[src/design/btp_pkg.sv]
package btp_pkg;

    // field widths fixed by the item format
    localparam int INDEX_W     = 20;
    localparam int BIN_W       = 8;
    localparam int VALUE_W     = 32;
    localparam int POS_W       = 10;
    localparam int SPLIT_POS_W = 11;

    // item kinds
    typedef enum logic [1:0] {
        KIND_LOAD  = 2'd0,
        KIND_PART  = 2'd1,
        KIND_READ  = 2'd2,
        KIND_CLEAR = 2'd3
    } kind_t;

    // result kinds
    typedef enum logic {
        RES_SPLIT = 1'b0,
        RES_READ  = 1'b1
    } res_kind_t;

    typedef struct packed {
        kind_t                      kind;
        logic [INDEX_W-1:0]         sample_index;
        logic [BIN_W-1:0]           bin_value;
        logic signed [VALUE_W-1:0]  grad;
        logic signed [VALUE_W-1:0]  hess;
        logic [BIN_W-1:0]           split_bin;
        logic [POS_W-1:0]           position;
    } in_item_t;

    typedef struct packed {
        res_kind_t                  result_kind;
        logic [SPLIT_POS_W-1:0]     split_position;
        logic [INDEX_W-1:0]         out_index;
        logic [BIN_W-1:0]           out_bin;
        logic signed [VALUE_W-1:0]  out_grad;
        logic signed [VALUE_W-1:0]  out_hess;
        logic                       fault;
    } out_item_t;

    // one stored record
    typedef struct packed {
        logic [INDEX_W-1:0]         idx;
        logic [BIN_W-1:0]           bin;
        logic signed [VALUE_W-1:0]  grad;
        logic signed [VALUE_W-1:0]  hess;
    } record_t;

    // controller to datapath commands
    typedef struct packed {
        logic accept;    // input item taken this cycle
        logic rd_ptr;    // read records at both pointers
        logic rd_pos;    // read record at the requested position
        logic lo_inc;    // advance left pointer
        logic hi_dec;    // retreat right pointer
        logic wr_lo;     // first half of a swap: right record into left slot
        logic wr_hi;     // second half of a swap: left record into right slot
        logic load_out;  // load the output register
    } cmd_t;

    // datapath to controller status
    typedef struct packed {
        logic lo_lt_hi;  // left pointer still at or below right pointer
        logic lo_left;   // record at left pointer belongs to the front
        logic hi_right;  // record at right pointer belongs to the back
        logic out_free;  // output register can take a result
    } stat_t;

endpackage

[src/design/btp_ctrl.sv]
module btp_ctrl (
    input  logic              aclk,
    input  logic              aresetn,
    input  logic              s_valid,
    input  btp_pkg::kind_t    s_kind,
    output logic              s_ready,
    input  btp_pkg::stat_t    stat,
    output btp_pkg::cmd_t     cmd
);

    typedef enum logic [2:0] {
        ST_IDLE,
        ST_P_READ,
        ST_P_EVAL,
        ST_P_SWAP_LO,
        ST_P_SWAP_HI,
        ST_R_READ,
        ST_EMIT
    } state_t;

    state_t state_reg;
    state_t state_next;

    // sequencing and command decode
    always_comb begin
        state_next = state_reg;
        cmd        = '0;
        s_ready    = 1'b0;
        unique case (state_reg)
            ST_IDLE: begin
                s_ready    = 1'b1;
                cmd.accept = s_valid;
                if (s_valid) begin
                    unique case (s_kind) inside
                        btp_pkg::KIND_PART:                     state_next = ST_P_READ;
                        btp_pkg::KIND_READ:                     state_next = ST_R_READ;
                        btp_pkg::KIND_LOAD, btp_pkg::KIND_CLEAR: state_next = ST_IDLE;
                        default:                                state_next = ST_IDLE;
                    endcase
                end
            end
            ST_P_READ: begin
                cmd.rd_ptr = 1'b1;
                state_next = ST_P_EVAL;
            end
            ST_P_EVAL: begin
                if (!stat.lo_lt_hi) begin
                    state_next = ST_EMIT;
                end else if (stat.lo_left) begin
                    cmd.lo_inc = 1'b1;
                    state_next = ST_P_READ;
                end else if (stat.hi_right) begin
                    cmd.hi_dec = 1'b1;
                    state_next = ST_P_READ;
                end else begin
                    state_next = ST_P_SWAP_LO;
                end
            end
            ST_P_SWAP_LO: begin
                cmd.wr_lo  = 1'b1;
                state_next = ST_P_SWAP_HI;
            end
            ST_P_SWAP_HI: begin
                cmd.wr_hi  = 1'b1;
                state_next = ST_P_READ;
            end
            ST_R_READ: begin
                cmd.rd_pos = 1'b1;
                state_next = ST_EMIT;
            end
            ST_EMIT: begin
                if (stat.out_free) begin
                    cmd.load_out = 1'b1;
                    state_next   = ST_IDLE;
                end
            end
            default: state_next = ST_IDLE;
        endcase
    end

    // state register
    always_ff @(posedge aclk) begin
        if (!aresetn) begin
            state_reg <= ST_IDLE;
        end else begin
            state_reg <= state_next;
        end
    end

    // a partition item holds off further input until its walk is done
    a_part_blocks_input: assert property (@(posedge aclk) disable iff (!aresetn)
        (s_valid && s_ready && s_kind == btp_pkg::KIND_PART) |=> !s_ready)
        else $error("input taken right after a partition item");

endmodule

[config.mk]
export PLATFORM = sky130hd
export DESIGN_NAME = btp_ctrl
export DESIGN_NICKNAME = d
export VERILOG_FILES = /design/src/design/btp_pkg.sv /design/src/design/btp_ctrl.sv
export SDC_FILE = /design/constraint.sdc
export NUM_CORES = 1
export LEC_CHECK = 0
export ABC_AREA = 1
export BUFFER_PORTS_ARGS = -buffer_cell sky130_fd_sc_hd__buf_2
export CAP_MARGIN = 40
export CORE_AREA = 10 10 47 49
export CTS_CLUSTER_DIAMETER = 60
export CTS_CLUSTER_SIZE = 30
export DETAILED_ROUTE_END_ITERATION = 10
export DIE_AREA = 0 0 57 59
export MAX_ROUTING_LAYER = met4
export PLACE_DENSITY_LB_ADDON = 0.15
export RECOVER_POWER = 100
export SETUP_SLACK_MARGIN = 0.15
export SYNTH_ARGS = -nofsm -noshare
export SYNTH_HDL_FRONTEND = slang
export SYNTH_SLANG_ARGS = --single-unit
[constraint.sdc]
create_clock -name aclk -period 1.3 [get_ports aclk]
set_input_delay 0.195 -clock aclk [delete_from_list [all_inputs] [get_ports aclk]]
set_output_delay 0.195 -clock aclk [all_outputs]
set_load 0.01 [all_outputs]
; ---- Yosys cells after proc, flatten, opt, wreduce, memory -nomap -nowiden
; Cells that the tools add are included.
[word_totals]
regBits = 3
inputBits = 9
output_inout_bits = 9
elab_cells = 33
[op_classes]
n_eq_ne = 10
mux = 20
reduce_logical = 2
[ops]
columns = operator, n
row1 = $pmux 3 s7, 1
row2 = $mux 3, 4
row3 = $mux 1, 11
row4 = $eq 3x3->1 const B, 3
row5 = $eq 3x2->1 const B, 2
row6 = $mux 2, 3
row7 = $pmux 3 s2, 1
row8 = $ne 2x2->1 const B, 2
row9 = $eq 3x1->1 const B, 1
row10 = $logic_not 3->1, 1
row11 = $eq 2x1->1 const B, 1
row12 = $eq 2x2->1 const B, 1
row13 = $reduce_and 2->1, 1

; ---- Logic depth before layout (Yosys ltp)
; Gate-level depths: netlist of the first run.
[depth]
depth_word = 4
ltp_mapped = 8
ltp_nobuf = 7

; ---- Least setup slack after synthesis of the first run
; No wires, ideal clock.
[synth_timing]
kind = reg-to-output
start = register state_reg[0]
end = output port cmd[7] (netlist bit)
arrival_ps = 896
slack_ps = 209
stages_incl_launch_ff = 5
n_path_buf = 1
cell_sequence = dfxtp_1 > buf_6 > nor2_2 > inv_1 > nor3_1
[synth_lines]
columns = element, line_no
row1 = from (decl), btp_ctrl.sv:21  ; state_t state_reg;
row2 = from (signal assigned), btp_ctrl.sv:86  ; state_reg <= state_next;
row3 = to (decl), btp_ctrl.sv:8  ; output btp_pkg::cmd_t cmd

==> metrics.cfg, run 1 <==
[floorplanning]
die_x_um=57
die_height_um=59
core_area_um2=1401
start_util=0.2375
rows=14
io_pins=18
dieArea_um2=3363

[final_layout]
nets=96
largest_reg_flops=3
fin_area_um2=631.9
fin_cells=101
insertedDiodeCount=0
fill_cells=167
utilization=0.4509
syn_to_final_growth_pct=89.85
drive_gt1_frac=0.6588

[sta]
fin_crit_ns=1.290
tns_ns=0
fin_crit_sh=0.9925
whs_ns=0.1590
grt_setup_unrepaired=yes
setup_violations=0
slew_headroom=0.8947
worst_slack_ns=0.009772
drv_slew=0
worst_pin_slew_ns=0.1575
timing_hold_violations_final=0
fmax_mhz=775.1
fin_skew_ns=0.005575

[grt]
gr-total-overflow=0
antenna_found_initial=0
grt_pass1_wl_um=1738
track_usage=0.06411
grt_pass1_vias=429
grt_max_degree=7

[synth]
synthFlopType=dfxtp_1
postSynthCellCount=53
synth_cell_types=16
synth_top_area_frac=0.1805
ys.warnings.count=0
syn-cell-area_um2=332.8
synth_nets=63
synth-seq-cells=3
syn_area_per_cell_um2=6.280
synthMostInstantiatedCell=inv_1
synth_edf_count=0
synth_area_leader_cell=dfxtp_1
synthTopCellsByArea=dfxtp_1, inv_1, nand2_2, nand2_1, nor2_1
synthArstFlopShare=0
yosysSeqAreaShare=0.1805
yosys-top-cells-count=inv_1, nand2_1, nor2_1, nand2_2

[route]
first_pass_iters=2
detail-route-antenna-nets=0
routed_wl_um=1030
post_drt_wl_per_cell_um=10.20
remaining_drc_errors=0
via_per_inst=4.079
vias=412
dr.first_iter.drc_count=20

[power]
p_comb_frac=0.478
power.share.sequential=0.229
cellLeakagePower_nw=0.3638
power.internal_mw=0.3565
p_sw_mw=0.2008
switching_share=0.3603
power.density_nw_per_um2=882.1
p_total_mw=0.5573
peakVddDrop_v=0.0003337
pwr-share-clk=0.294

[cts]
numCtsBuffers=3
clk_latency_ns=0.23
clk_path_buf_depth=2
htree_levels=1
cts.clk_slew.worst_paths_ns=0.04
clock-sinks=3
cts_root_buf=clkbuf_4
cts_tree=yes

[worst_hold_path]
holdCritPathClass=primary input to flip-flop

[run_status]
status=finished clean

[run]
max_cap_viol_count=0

[place]
place_inst=84
gp_congestion=0.6766
place_area_um2=415.4
io_buffers=17
hpwl_um=743.4
dpl_worst_slack_ns=0.1326

[worst_setup_path]
crit_type=flip-flop to primary output
cp_data_arrival_time_ns=1.10
crit_path_max_fanout=5
cp.required_ns=1.11
setup.worst_path.start_class=flip-flop
regToRegSetupSlack_ns=0.19
crit_path_end_kind=primary output

path summary, 6_finish.rpt:
| path | start | to | cells past startpoint |
|---|---|---|---|
| setup / recovery | state_reg[2] | cmd[4] | 4 |
| hold / removal | aresetn | state_reg[1] | 3 |
| setup reg to reg | state_reg[2] | state_reg[2] | 8 |
| hold reg to reg | state_reg[2] | state_reg[1] | 5 |
placed cells by master (no fill, tap or decap), types with 3 or more instances in the layout:
cell type / n
buf_4: 5
clkbuf_1: 3
nand3_2: 3
nor2_1: 7
dfxtp_4: 3
clkbuf_4: 3
inv_1: 9
buf_6: 9
nand2_2: 7
nand2_1: 6
buf_2: 14
metal layers:
metal	GRT usage	wire length (um)	up-vias
li1	-	-	223
met1	0.07407	473	170
met2	0.09767	475	17
met3	0.02146	67	2
met4	0.03020	13	0
met5	-	0	-
cell families (layout without fill, tap and decap cells):
| kind of cell | count (synthesis) | in the layout | synth area share |
|---|---|---|---|
| AND/OR/NAND/NOR | 32 | 32 | 0.5226 |
| buffers and inverters | 14 | 46 | 0.2030 |
| AO/OA/AOI/OAI | 3 | 3 | 0.05637 |
| flip-flops | 3 | 3 | 0.1805 |
| adder cells (fa/ha/maj) | 1 | 1 | 0.03759 |
timing repair:
action                     CTS  global route
pin swaps                    2             6
hold buffers                 0             0
resized for setup           20             9
buffers inserted            10             3
setup endpoints to repair   10            11
power groups by stage:
| stage | sequential [mW] | combinational (mW) | clock, mW |
|---|---|---|---|
| global placement | 0.129 | 0.156 | 0 |
| CTS | 0.127 | 0.229 | 0.169 |
| floorplan | 0.110 | 0.134 | 0 |
| global route | 0.130 | 0.297 | 0.176 |
| detailed placement | 0.128 | 0.156 | 0 |
| finish | 0.127 | 0.266 | 0.164 |
final cells by class:
cell class | count | area (um2) | area share
multi-input combinational | 36 | 247.7 | 0.3921
tap | 16 | 20.02 | 0.03168
sequential | 3 | 71.32 | 0.1129
timing repair buffer | 30 | 216.5 | 0.3426
clock buffer | 4 | 26.28 | 0.04158
inverter | 12 | 50.05 | 0.07921
worst max-delay path: stages, from the launching register on:
cell,delay (ns)
dfxtp_4,0.36
nor3_4,0.20
nand2_2,0.08
nor2_1,0.10
buf_2,0.13
Power figures use the tool's default switching activity.
==> run 2: changes to the inputs <==
- ABC_CLOCK_PERIOD_IN_PS: unset -> 1300
- BUFFER_PORTS_ARGS: -buffer_cell sky130_fd_sc_hd__buf_2 -> unset
- DONT_BUFFER_PORTS: unset -> 1
==> run 2 against run 1 <==
Clock skew is 0.0045 ns lower. Cell area fell by 30%. Global-route usage shrank 0.94 points. Clock power is 4% lower. Largest power group unchanged. Via count decreased by 19%.
==> metrics.cfg, run 2 (synthesis gave the netlist of run 1 again) <==
[run_status]
status=finished clean

[final_layout]
fin_cells=77  ; -24%
syn_to_final_growth_pct=31.95
fill_cells=172  ; +3.0%
multi_input_area_um2=235.2  ; -5.1%
seq_area_um2=71.32  ; unchanged
insertedDiodeCount=0  ; unchanged
nets=72  ; -25%
fin_area_um2=439.2  ; -30%
layout_common_cells=inv_1, nand2_1, nand2_2, nor2_1, buf_4
largest_reg_flops=3  ; unchanged
drive_gt1_frac=0.5082  ; -0.1506
final_common_cell=inv_1

[worst_setup_path]
crit_type=flip-flop to primary output
cpMaxStageDelayCell=dfxtp_4
crit_path_max_fanout=7  ; +2
cp_num_buf_inv=0  ; -1
cp.required_ns=1.11  ; about the same
setup.worst_path.start_class=flip-flop
cp_data_arrival_time_ns=1.04  ; -0.06 ns
slowest_delay_ns=0.37  ; about the same
crit_family=simple AND/OR/NAND/NOR gates
crit_path_end_kind=primary output
path_cells=nor3_4 > nand2_2 > nor2_4

[power]
switching_share=0.3655  ; +0.005120
peakVddDrop_v=0.0003650  ; +9.4%
p_comb_frac=0.359  ; -0.119
pwr-share-clk=0.351  ; +0.057
cellLeakagePower_nw=0.2294  ; -37%
power.share.sequential=0.290  ; +0.061
power.density_nw_per_um2=1024  ; +16%
p_sw_mw=0.1643  ; -18%
power.internal_mw=0.2853  ; -20%

[cts]
clock-sinks=3  ; unchanged
cts.clk_slew.worst_paths_ns=0.03  ; about the same
clk_path_buf_depth=2  ; unchanged
numCtsBuffers=3  ; unchanged
cts_root_buf=clkbuf_4
cts_tree=yes
htree_levels=1  ; unchanged
cts_hold_buf=0  ; unchanged
clk_latency_ns=0.23  ; about the same

[place]
gp_congestion=0.6991  ; +3.3%
io_buffers=0  ; -17
place_inst=69  ; -18%
hpwl_um=687.5  ; -7.5%
place_area_um2=345.3  ; -17%

[route]
first_pass_iters=3  ; +1
dr.first_iter.drc_count=1  ; -95%
vias=333  ; -19%
post_drt_wl_per_cell_um=11.78  ; +16%
remaining_drc_errors=0  ; unchanged
via_per_inst=4.325  ; +6.0%
detail-route-antenna-nets=0  ; unchanged
routed_wl_um=907  ; -12%

[worst_hold_path]
holdCritPathClass=primary input to flip-flop

[sta]
slew_headroom=0.8197  ; -0.07500
timing_hold_violations_final=0  ; unchanged
setup_violations=0  ; unchanged
whs_ns=0.06795  ; -0.09104 ns
grt_setup_unrepaired=yes
fmax_mhz=809.2  ; +4.4%
fin_skew_ns=0.001074  ; -0.004502 ns
tns_ns=0  ; unchanged
fin_crit_sh=0.9506  ; -0.04185
drv_slew=0  ; unchanged
fin_crit_ns=1.236  ; -0.05440 ns
worst_pin_slew_ns=0.2694  ; +0.1119 ns

[floorplanning]
die_height_um=59  ; unchanged
die_x_um=57  ; unchanged
start_util=0.2375  ; unchanged
dieArea_um2=3363  ; unchanged
core_area_um2=1401  ; unchanged
io_pins=18  ; unchanged
rows=14  ; unchanged

[run]
max_cap_viol_count=0  ; unchanged

[grt]
grt_pass1_vias=356  ; -17%
grt_max_degree=9  ; +2
grt_pass1_wl_um=1497  ; -14%
antenna_found_initial=0  ; unchanged
track_usage=0.05472  ; -0.009399
gr-total-overflow=0  ; unchanged

[run 2: cell count changes in the layout (fill, tap and decap cells not counted), moves of 2 or more]
| cell | change |
|---|---|
| nor2_1 | -2 |
| buf_2 | -14 |
| buf_6 | -9 |
| nor2_4 | +2 |
| nand3_1 | +2 |
| nand2_1 | +2 |
[run 2: worst register-to-register path: cells and delay by family, from the launching register on]
family	cells	cell delay, ns
buffers and inverters	1	0.15
flip-flops	1	0.37
AND/OR/NAND/NOR	5	0.47
[run 2: metal layers]
layer | track usage | part of all wire
met2 | 0.07752 | 0.46
met3 | 0.01502 | 0.096
met5 | - | 0
met1 | 0.06794 | 0.45
met4 | 0.03020 | 0
[run 2: power groups by stage]
| stage | sequential [mW] | clock (mW) | combinational (mW) |
|---|---|---|---|
| after floorplan | 0.110 | 0 | 0.134 |
| after global placement | 0.128 | 0 | 0.133 |
| after detailed placement | 0.129 | 0 | 0.131 |
| after CTS | 0.129 | 0.168 | 0.159 |
| after global routing | 0.135 | 0.173 | 0.184 |
| final | 0.130 | 0.158 | 0.161 |
[run 2: worst paths after layout]
check | from | to | slack [ns] | cells after the start
worst min register to register | state_reg[0] | state_reg[2] | 0.64 | 3
worst max register to register | state_reg[2] | state_reg[0] | 0.24 | 6
worst min-delay path | aresetn | state_reg[1] | 0.07 | 2
worst max-delay path | state_reg[2] | cmd[4] | 0.06 | 3
[run 2: final cells by class]
class	instances	area share
multi-input combinational	36	0.5356
inverter	12	0.1026
sequential	3	0.1624
timing repair buffer	6	0.09402
tap	16	0.04558
clock buffer	4	0.05983
[run 2: timing repair]
action | in CTS | in global routing
endpoints found under the setup margin | 11 | 7
hold endpoints to repair | 0 | 0
pin swaps | 2 | 1
resized for setup | 15 | 4
buffers inserted | 3 | 1
[run 2: per-stage QoR]
step | setup WS [ns] | utilization | power, mW
floorplan | 0.2094 | - | 0.2445
global placement | 0.1106 | 0.2464 | 0.2606
detailed placement | 0.1293 | 0.2464 | 0.2600
CTS | 0.04170 | 0.3125 | 0.4566
global route | -0.009839 | 0.3134 | 0.4923
finish | 0.06417 | 0.3134 | 0.4496
==> run 3: changes to the inputs <==
- ABC_AREA: 1 -> unset
- ABC_CLOCK_PERIOD_IN_PS: 1300 -> 1550
- SETUP_SLACK_MARGIN: 0.15 -> 0.1
- clock period: 1.3 -> 1.55 ns (I/O delays scaled with it)
==> run 3 against run 2 <==
Register-to-register slack better by 0.27 ns. Critical path depth stayed put. Synthesized area is 18% lower. Critical path type unchanged. Critical endpoint is now cmd[3]. Largest power group is now the clock network.
==> metrics.cfg, run 3 <==
[sta]
fin_skew_ns=0.004166  ; +0.003092 ns
fin_crit_sh=0.8899
timing_hold_violations_final=0  ; unchanged
drv_slew=0  ; unchanged
slew_headroom=0.7250  ; -0.09478
fmax_mhz=725.0
worst_pin_slew_ns=0.4094  ; +0.1400 ns
grt_setup_unrepaired=no
tns_ns=0  ; unchanged
setup_violations=0  ; unchanged
fin_crit_ns=1.379

[floorplanning]
core_area_um2=1401  ; unchanged
die_x_um=57  ; unchanged
io_pins=18  ; unchanged
rows=14  ; unchanged
start_util=0.1946  ; -0.04286
die_height_um=59  ; unchanged
dieArea_um2=3363  ; unchanged

[worst_setup_path]
cpMaxStageDelayCell=dfxtp_1
setup.worst_path.start_class=flip-flop
cp_num_buf_inv=1  ; +1
crit_path_end_kind=primary output
slowest_delay_ns=0.33  ; -0.04 ns
path_cells=nand2b_4 > nor4b_4 > clkbuf_1
crit_path_max_fanout=3  ; -4
cp.depth=3  ; unchanged
worstRegToRegCells=4  ; -2
crit_type=flip-flop to primary output
cp_data_arrival_time_ns=1.15  ; +0.11 ns
crit_family=simple AND/OR/NAND/NOR gates
cp.required_ns=1.32  ; +0.21 ns

[grt]
track_usage=0.05064  ; -0.004071
grt_pass1_vias=256  ; -28%
grt_max_degree=11  ; +2
antenna_found_initial=0  ; unchanged
grt_pass1_wl_um=1262  ; -16%
gr-total-overflow=0  ; unchanged

[run]
max_cap_viol_count=0  ; unchanged

[synth]
synth_cell_types=20  ; +4
synth_top_area_frac=0.2202  ; +0.03973
ys.warnings.count=0  ; unchanged
synth-seq-cells=3  ; unchanged
synthFlopType=dfxtp_1
postSynthCellCount=35  ; -34%
syn_area_per_cell_um2=7.793  ; +24%
synthTopCellsByArea=dfxtp_1, nand2b_4, nor3_1, inv_1, a2111oi_2
yosys-top-cells-count=inv_1, nor3_1, nor2_1, dfxtp_1
synth_edf_count=0  ; unchanged
synth_nets=45  ; -29%
synth_area_leader_cell=dfxtp_1
syn-cell-area_um2=272.8  ; -18%
synthArstFlopShare=0  ; unchanged
yosysSeqAreaShare=0.2202  ; +0.03973

[cts]
htree_levels=1  ; unchanged
clk_path_buf_depth=2  ; unchanged
numCtsBuffers=3  ; unchanged
cts_tree=yes
cts_root_buf=clkbuf_4
clock-sinks=3  ; unchanged
cts_hold_buf=0  ; unchanged
clk_latency_ns=0.23  ; about the same
cts.clk_slew.worst_paths_ns=0.04  ; about the same

[final_layout]
nets=52  ; -28%
utilization=0.2491  ; -0.06429
syn_to_final_growth_pct=27.98
layout_common_cells=inv_1, nor3_1, nor2_1, clkbuf_4, clkbuf_1
fin_area_um2=349.1  ; -21%
insertedDiodeCount=0  ; unchanged
fin_cells=57  ; -26%
drive_gt1_frac=0.2439  ; -0.2643
largest_reg_flops=3  ; unchanged

[route]
via_per_inst=4.684  ; +8.3%
first_pass_iters=2  ; -1
remaining_drc_errors=0  ; unchanged
detail-route-antenna-nets=0  ; unchanged
dr.first_iter.drc_count=4  ; +3
vias=267  ; -20%
post_drt_wl_per_cell_um=14.49  ; +23%
routed_wl_um=826  ; -8.9%

[place]
place_area_um2=289.0  ; -16%
place_inst=51  ; -26%
hpwl_um=659.1  ; -4.1%
gp_congestion=0.6546  ; -6.4%
io_buffers=0  ; unchanged

[power]
peakVddDrop_v=0.0003952  ; +8.3%
p_total_mw=0.3546  ; -21%
cellLeakagePower_nw=0.1403  ; -39%
power.density_nw_per_um2=1016  ; -0.78%

[worst_hold_path]
holdCritPathClass=primary input to flip-flop
hold_depth=1  ; -1

[run_status]
status=finished clean

[run 3: cell count changes after synthesis, moves of 2 or more]
cell,before,now
nand2_2,6,0
inv_2,2,0
nand3_2,2,0
nand2_1,8,2
nand3_1,3,0
nor2_2,3,0
nand2b_4,0,2
nor2_1,7,4
inv_1,10,5
nor3_1,2,5
[run 3: stage by stage]
stage / hold slack (ns) / setup WS (ns)
finish: 0.1392 / 0.1706
global route: 0.1283 / 0.08514
CTS: 0.1309 / 0.1065
detailed placement: 0.3844 / 0.2119
global placement: 0.3925 / 0.2673
floorplan: 0.3785 / 0.3173
[run 3: where the power goes]
group          total [mW]  switching (mW)  internal [mW]  leakage, nW
logic               0.112          0.0575         0.0545       0.0996
clock network       0.134          0.0373         0.0962       0.0150
registers           0.109          0.0197         0.0893       0.0258
total               0.355           0.115          0.240        0.140
[run 3: area by class of cell]
type	count	area, um2
Inverter	5	18.77
Fill cell	175	1052
Multi-Input combinational cell	25	183.9
Sequential cell	3	65.06
Clock buffer	4	26.28
Tap cell	16	20.02
Timing Repair Buffer	4	35.03
[run 3: cells by family (layout without fill, tap and decap cells)]
logic type,Yosys count,in the layout,share of synthesized area
DFF,3,3,0.2202
buffers and inverters,7,13,0.1376
AOI/OAI and AO/OA,6,6,0.1972
adders and majority gates,1,1,0.04586
and+or+nand+nor,18,18,0.3991
[run 3: worst register-to-register path: stages (launching register included)]
cell	delay, ns
dfxtp_1	0.33
nand2b_4	0.17
buf_4	0.14
o211ai_1	0.18
o311a_1	0.18
[run 3: repair_timing]
action | in CTS | in global routing
setup endpoints to repair | 2 | 1
endpoints found under the hold margin | 0 | 0
pin swaps | 0 | 1
gates resized for setup | 4 | 3
setup buffers | 0 | 2
[run 3: routing by layer]
metal  GRT usage  wire length [um]
met3     0.04292               105
met2     0.06512               324
met4     0.02013                 0
met5           -                 0
met1     0.05463               396
[run 3: final timing paths]
| kind | start | endpoint | slack [ns] |
|---|---|---|---|
| setup / recovery | state_reg[0] | cmd[3] | 0.17 |
| hold / removal | aresetn | state_reg[2] | 0.14 |
| hold reg to reg | state_reg[1] | state_reg[0] | 0.56 |
| setup reg to reg | state_reg[0] | state_reg[2] | 0.51 |
